File: config.mk
export PLATFORM = sky130hd
export DESIGN_NAME = mbps_scan_engine
export DESIGN_NICKNAME = d
export VERILOG_FILES = /design/src/hw/rtl/masked_byte_pattern_search_core_defines.svh /design/src/hw/rtl/mbps_pkg.sv /design/src/hw/rtl/mbps_scan_engine.sv
export SDC_FILE = /design/constraint.sdc
export NUM_CORES = 1
export LEC_CHECK = 0
export ABC_AREA = 1
export BUFFER_PORTS_ARGS = -buffer_cell sky130_fd_sc_hd__buf_4
export CAP_MARGIN = 5
export CORE_MARGIN = 1.5
export CORE_UTILIZATION = 53
export CTS_BUF_LIST = sky130_fd_sc_hd__clkbuf_4 sky130_fd_sc_hd__clkbuf_8
export DETAILED_ROUTE_END_ITERATION = 12
export PLACE_DENSITY = 0.76
export SETUP_SLACK_MARGIN = 0.05
export SYNTH_ARGS = -nofsm -noshare
export SYNTH_HDL_FRONTEND = slang
export SYNTH_SLANG_ARGS = --single-unit
File: constraint.sdc
create_clock -name clk -period 4.6 [get_ports clk]
set_input_delay 0 -clock clk [delete_from_list [all_inputs] [get_ports clk]]
set_output_delay 0 -clock clk [all_outputs]
set_load 0.005 [all_outputs]
File: src/hw/rtl/masked_byte_pattern_search_core_defines.svh
// Assertion macros for the masked byte pattern search core.
// Used by the top level; depends on nothing else.
`ifndef MASKED_BYTE_PATTERN_SEARCH_CORE_DEFINES_SVH
`define MASKED_BYTE_PATTERN_SEARCH_CORE_DEFINES_SVH

// Antecedent implies consequent in the same cycle.
`define MBPS_ASSERT_NOW(label, clk, rst, ante, cons) \
  label: assert property (@(posedge clk) disable iff (rst) (ante) |-> (cons)) \
    else $error("mbps assertion failed");

// Antecedent implies consequent in the next cycle.
`define MBPS_ASSERT_NEXT(label, clk, rst, ante, cons) \
  label: assert property (@(posedge clk) disable iff (rst) (ante) |=> (cons)) \
    else $error("mbps assertion failed");

`endif

File: src/hw/rtl/mbps_pkg.sv
// Shared constants, register indexes and types of the masked byte pattern search core.
// Used by the other files but the defines header and mbps_item_if; depends on nothing.
package mbps_pkg;

  localparam int MAX_PATTERN_BYTES = 32;
  localparam int OFFSET_BITS       = 32;
  localparam int LEN_BITS          = $clog2(MAX_PATTERN_BYTES + 1);
  localparam int IDX_BITS          = (MAX_PATTERN_BYTES > 1) ? $clog2(MAX_PATTERN_BYTES) : 1;
  localparam int PATTERN_WORDS     = 4;
  localparam int WORD_BITS         = 64;
  localparam int WILDCARD_BITS     = 32;
  localparam int PLEN_BITS         = 6;
  localparam int ADDR_BITS         = 64;
  localparam int CFG_INDEX_BITS    = 3;

  localparam logic [OFFSET_BITS-1:0] COUNT_LIMIT = '1;

  localparam logic [CFG_INDEX_BITS-1:0] REG_PATTERN_WORD_ZERO  = 3'd0;
  localparam logic [CFG_INDEX_BITS-1:0] REG_PATTERN_WORD_ONE   = 3'd1;
  localparam logic [CFG_INDEX_BITS-1:0] REG_PATTERN_WORD_TWO   = 3'd2;
  localparam logic [CFG_INDEX_BITS-1:0] REG_PATTERN_WORD_THREE = 3'd3;
  localparam logic [CFG_INDEX_BITS-1:0] REG_WILDCARD_BITS      = 3'd4;
  localparam logic [CFG_INDEX_BITS-1:0] REG_PATTERN_LENGTH     = 3'd5;
  localparam logic [CFG_INDEX_BITS-1:0] REG_BASE_ADDRESS       = 3'd6;

  typedef struct packed {
    logic [MAX_PATTERN_BYTES-1:0][7:0] aligned_pattern;
    logic [MAX_PATTERN_BYTES-1:0]      care;
    logic [LEN_BITS-1:0]               length;
    logic [ADDR_BITS-1:0]              base_address;
  } scan_cfg_t;

  typedef struct packed {
    logic                 valid;
    logic                 found;
    logic [ADDR_BITS-1:0] address;
  } scan_res_t;

endpackage

File: src/hw/rtl/mbps_scan_engine.sv
// Sliding byte window, byte counter and found flag, with the masked window compare.
// Depends on mbps_pkg.
module mbps_scan_engine
  import mbps_pkg::*;
(
  input  logic       clk,
  input  logic       rst,
  input  logic       step,
  input  logic [7:0] data_byte,
  input  logic       end_of_image,
  input  scan_cfg_t  scan_cfg,
  output scan_res_t  result,
  output logic       found
);

  logic [MAX_PATTERN_BYTES-1:0][7:0] window;
  logic [MAX_PATTERN_BYTES-1:0][7:0] window_next;
  logic [OFFSET_BITS-1:0] bytes_seen;
  logic [OFFSET_BITS-1:0] count_next;
  logic [OFFSET_BITS-1:0] offset;
  logic [MAX_PATTERN_BYTES-1:0] byte_ok;
  logic active;
  logic hit;

  assign active = !found && (bytes_seen != COUNT_LIMIT);
  assign count_next = bytes_seen + OFFSET_BITS'(1);

  always_comb begin
    window_next[0] = data_byte;
    for (int a = 1; a < MAX_PATTERN_BYTES; a++) begin
      window_next[a] = window[a-1];
    end
    for (int a = 0; a < MAX_PATTERN_BYTES; a++) begin
      byte_ok[a] = !scan_cfg.care[a] || (window_next[a] == scan_cfg.aligned_pattern[a]);
    end
  end

  assign hit = active && (count_next >= OFFSET_BITS'(scan_cfg.length)) && (&byte_ok);
  assign offset = count_next - OFFSET_BITS'(scan_cfg.length);

  always_comb begin
    result.valid   = step && (hit || (end_of_image && !found));
    result.found   = hit;
    result.address = hit ? scan_cfg.base_address + ADDR_BITS'(offset) : '0;
  end

  always_ff @(posedge clk) begin
    if (rst) begin
      window     <= '0;
      bytes_seen <= '0;
      found      <= 1'b0;
    end else if (step) begin
      if (end_of_image) begin
        window     <= '0;
        bytes_seen <= '0;
        found      <= 1'b0;
      end else if (active) begin
        window     <= window_next;
        bytes_seen <= count_next;
        found      <= hit;
      end
    end
  end

endmodule
# == Yosys cells after proc, flatten, opt, wreduce, memory -nomap -nowiden ==
# Cells that the tools add are included.
# classes
n_lt_le_gt_ge,1
mul,0
shift,0
n_bitwise,0
add_sub_neg,3
n_reduce_logical,74
n_eq_ne,33
muxes,7
div_mod_pow,0
# ops
cell,n
248-bit two-way mux,2
8-bit == test,32
64-bit by 32-bit adder with 64-bit output,1
32-bit two-way mux,2
64-bit two-way mux,1
1-bit logical NOT,33
1-bit logical OR,33
32-bit by 1-bit adder with 32-bit output (second input constant),1
32-bit by 6-bit greater-or-equal comparator with 1-bit output,1
32-bit inequality test (second input constant),1
32-bit AND reduction,1
32-bit by 6-bit subtractor with 32-bit output,1
1-bit logical AND,5
1-bit two-way mux,2
2-bit AND reduction,1
2-bit nonzero test,1
# word_totals
reg_bits,281
latchBits,0
output_inout_bits,67
memories,0
mem_bits_rw,0
input_bits,370
mem_bits_ro,0
wordCells,151

# == Logic depth before layout (Yosys ltp) ==
# depth
ltp_word,6
depth_mapped,33

# == Worst setup path after synthesis ==
# No wires, ideal clock.
# synth_path
kind,reg2out
start,register bytes_seen[0]
end,output port result[56] (netlist name)
path_buffers,0
path_stages_with_launch,29
t_required_ns,4.600
slack_ns,0.699
arrival_time_ns,3.901
cell_sequence,dfxtp_1 -> ha_1 -> nand3_1 -> xnor2_1 -> ha_1 -> a21oi_1 -> nand2_1 -> nand2_1 -> nand2_1 -> nor2_1 -> nand2_1 -> nor2_2 -> nand2_1 -> nor2_2 -> nand3_1 -> o21ai_0 -> nand2_1 -> ha_1 -> inv_1 -> o21ai_0 -> nand3_1 -> nand2_1 -> o21bai_1 -> a31oi_1 -> nand2_1 -> nand2_1 -> o21ai_0 -> nand2_1 -> nor2_1
# synth_lines
element,line_no,text
start: declaration,mbps_scan_engine.sv:18,logic [OFFSET_BITS-1:0] bytes_seen;
start signal: assignment,mbps_scan_engine.sv:59,bytes_seen <= count_next;
end: declaration,mbps_scan_engine.sv:12,"output scan_res_t result,"

==> run metrics <==
total track usage=36.52%; CTS tree=done; start point of the worst hold path=scan_cfg[86]; crit end category=output port; Clk Latency, worst-skew pair=0.60 ns; syn avg cell area=6.270 µm²; fin crit share=111.5%; RSZ-0062 raised after global routing=yes; Slew headroom=12.75%; Netlist cell types=37; worst min path class=in2reg; overall die area=0.03613 mm²; area delta synth->final=42.90%; Mapped Cells=2,959; Leak=10.74 nW; Ys Warns=0; Max clock buf depth=3; Worst Max-Slew Pin Slew=1.309 ns; H-tree Lvls=2; Synth top area share=30.32%; core box area=0.03446 mm²; antenna violations before repair=3; fin nets=3,924; Crit Path Class=reg2out; Yosys top cell by area=dfxtp_1; xor/xnor share of the synthesized area=13.59%; clock skew=0.03201 ns; chip width=190.1 µm; Avg Vias per Cell=5.527; vias post-DR=22.13k; vias in the first global route=20.44k; fill count=2,491; arrival time worst endpoint=5.13 ns; GRT overflow=0; mux contribution to synthesized area=0%; Worst Setup Slack, final=-0.5287 ns; root buffer cell=clkbuf_8; Critical Path Fanout Max=5; die height=190.1 µm; required time worst endpoint=4.60 ns; Clock transition at path regs=0.09 ns; site row count=68; RR Startpoint=bytes_seen[0]; Startpoint Class=flop; Synthesized Nets=3,371; sequential area share after synthesis=30.32%; clock sinks=281; Ports=437; crit path launch=bytes_seen[4]; post-route ant nets=0; first-pass GRT wire length=105,200 µm; initial core utilization=53.84%; Final Instance Area=0.02651 mm²; largest cells by area after synthesis=dfxtp_1 (30%), nand2_1 (23%), xnor2_1 (11%); Finish-stage setup viols=51; Synth Area in Compound Gates=10.96%; Post-Synth Simple-Gate Area=34.45%; post-detail-place hpwl=50,770 µm; Slew Limit Fails=0; WL/cell=18.46 µm; gp weighted congestion=1.007; largest net degree at the start of global routing=281; fmax=195.0 MHz; port bufs=436; maximum vdd drop=0.3155 mV; drt pass-1 iters=7; Power Dens Cells=234.6 mW/mm²; main combinational cell family by area after synthesis=simple AND/OR/NAND/NOR gates; mapped cell area=0.01855 mm²; synthesis-stage register bit count=281; Adder-Cell Fraction of Synth Area=2.914%; Tot Pwr=6.219 mW; final hold violation count=0; WHS=0.1127 ns; total CTS buffers=46; failing checks=setup timing; Max Cap Viol=0; Tmin final=5.129 ns; outcome=finished with violations; # DRC=0; share of post-route cells with drive strength above 1=29.70%; Iteration-0 DRC Markers=1,795; total routed wirelength=73,900 µm; placed inst area=0.02239 mm²
cell usage after synthesis (all sizes together):
library cell / instances
a22oi: 1
a21oi: 319
xnor2: 231
nand3b: 4
nor4: 11
fa: 2
o31ai: 1
a21o: 2
o21a: 2
a211oi: 1
ha: 40
nor3b: 5
a21boi: 1
buf: 63
inv: 247
or2: 10
clkbuf: 36
o22ai: 1
nand2: 1142
o21ai: 38
o21bai: 10
dfxtp: 281
nor3: 38
clkinv: 1
nor2: 296
xor2: 56
nand4: 27
nand3: 77
a31oi: 16
worst max-delay path, cell delays in order, from the launching register on:
cell     delay (ns)
dfxtp_1        0.40
buf_4          0.19
nand2_1        0.15
nor2_2         0.15
nand2_1        0.10
nor2_4         0.21
xor2_4         0.25
nand2_1        0.21
nor3_2         0.25
nand2_4        0.10
buf_6          0.13
xor2_1         0.17
ha_1           0.42
nand2_1        0.19
nor2_2         0.23
nand2_2        0.11
nor4_4         0.23
buf_4          0.21
nand3_4        0.08
nand3_4        0.13
nand4_1        0.15
buf_4          0.20
nor2_2         0.07
nor2_1         0.06
buf_4          0.13
final timing paths:
| path | endpoint | slack, ns | depth (start not counted) |
|---|---|---|---|
| setup / recovery | result[57] | -0.53 | 24 |
| hold / removal | found | 0.11 | 10 |
| hold reg to reg | window[54] | 0.48 | 2 |
| setup reg to reg | window[42] | 0.96 | 15 |
registers in the layout, indices dropped and copies added, names as in the netlist:
name and count:
window 248, bytes_seen 32, found 1
stage by stage:
step | worst slack, ns | utilization, % | setup TNS, ns | cells
after floorplan | 0.6992 | - | 0 | 2959
final | -0.5287 | 76.94 | -17.59 | 4004
after global placement | -0.0006026 | 64.98 | -0.0006026 | 3814
after CTS | -0.3207 | 72.58 | -9.248 | 3969
after global routing | -0.6861 | 76.92 | -24.65 | 4002
after detailed placement | -0.2953 | 64.98 | -2.189 | 3814
area by class of cell:
type	instances	area (µm²)	share of cell area [%]
well taps	455	569.3	2.147
repair buffers	604	4700	17.73
flip-flops and latches	281	5638	21.27
multi-input cells	2331	13640	51.45
inverters	248	950.9	3.587
diodes	3	7.507	0.02832
clock buffers	67	865.8	3.266
clock inverters	15	140.1	0.5286
placed cells by master, fill, tap and decap left out, types with 10 or more instances in the layout:
cell type / instances
nand2_1: 1049
nand2_4: 28
buf_4: 560
nand3_1: 48
nor2_2: 37
inv_1: 223
ha_4: 21
nor2_4: 35
nand3_2: 18
nor2_1: 224
nor3_1: 28
buf_6: 33
dfxtp_1: 275
xnor2_1: 224
ha_1: 17
nand2_2: 64
o21ai_1: 12
or2_2: 10
nand3_4: 11
o21ai_2: 16
xor2_2: 20
nand4_1: 27
a21oi_1: 292
xor2_1: 29
a21oi_2: 20
inv_2: 18
clkbuf_8: 59
routing by layer:
metal | GRT usage [%] | routed length (µm)
met2 | 61.09 | 34210
met5 | 0 | 12
met4 | 16.58 | 4589
met3 | 8.412 | 7386
met1 | 44.49 | 27710
logic make-up (layout without fill, tap and decap cells):
family | Yosys count | in the layout
AND/OR/NAND/NOR | 1610 | 1610
XOR/XNOR | 287 | 287
AO/OA/AOI/OAI | 392 | 392
other | 0 | 3
adder cells (fa/ha/maj) | 42 | 42
buffers and inverters | 347 | 934
flip-flops | 281 | 281
timing repair:
action | CTS | global route
gates cloned | 0 | 0
hold buffers | 9 | 0
buffers inserted | 65 | 37
pin swaps | 114 | 148
gates resized for setup | 265 | 276
hold endpoints to repair | 9 | 0
setup endpoints to repair | 48 | 55
power breakdown:
group	internal, mW	switching (mW)
clock	1.33	1.06
combinational	0.626	0.764
sequential	2.44	0.00655
Note: power is estimated with default switching activity, not from simulation.
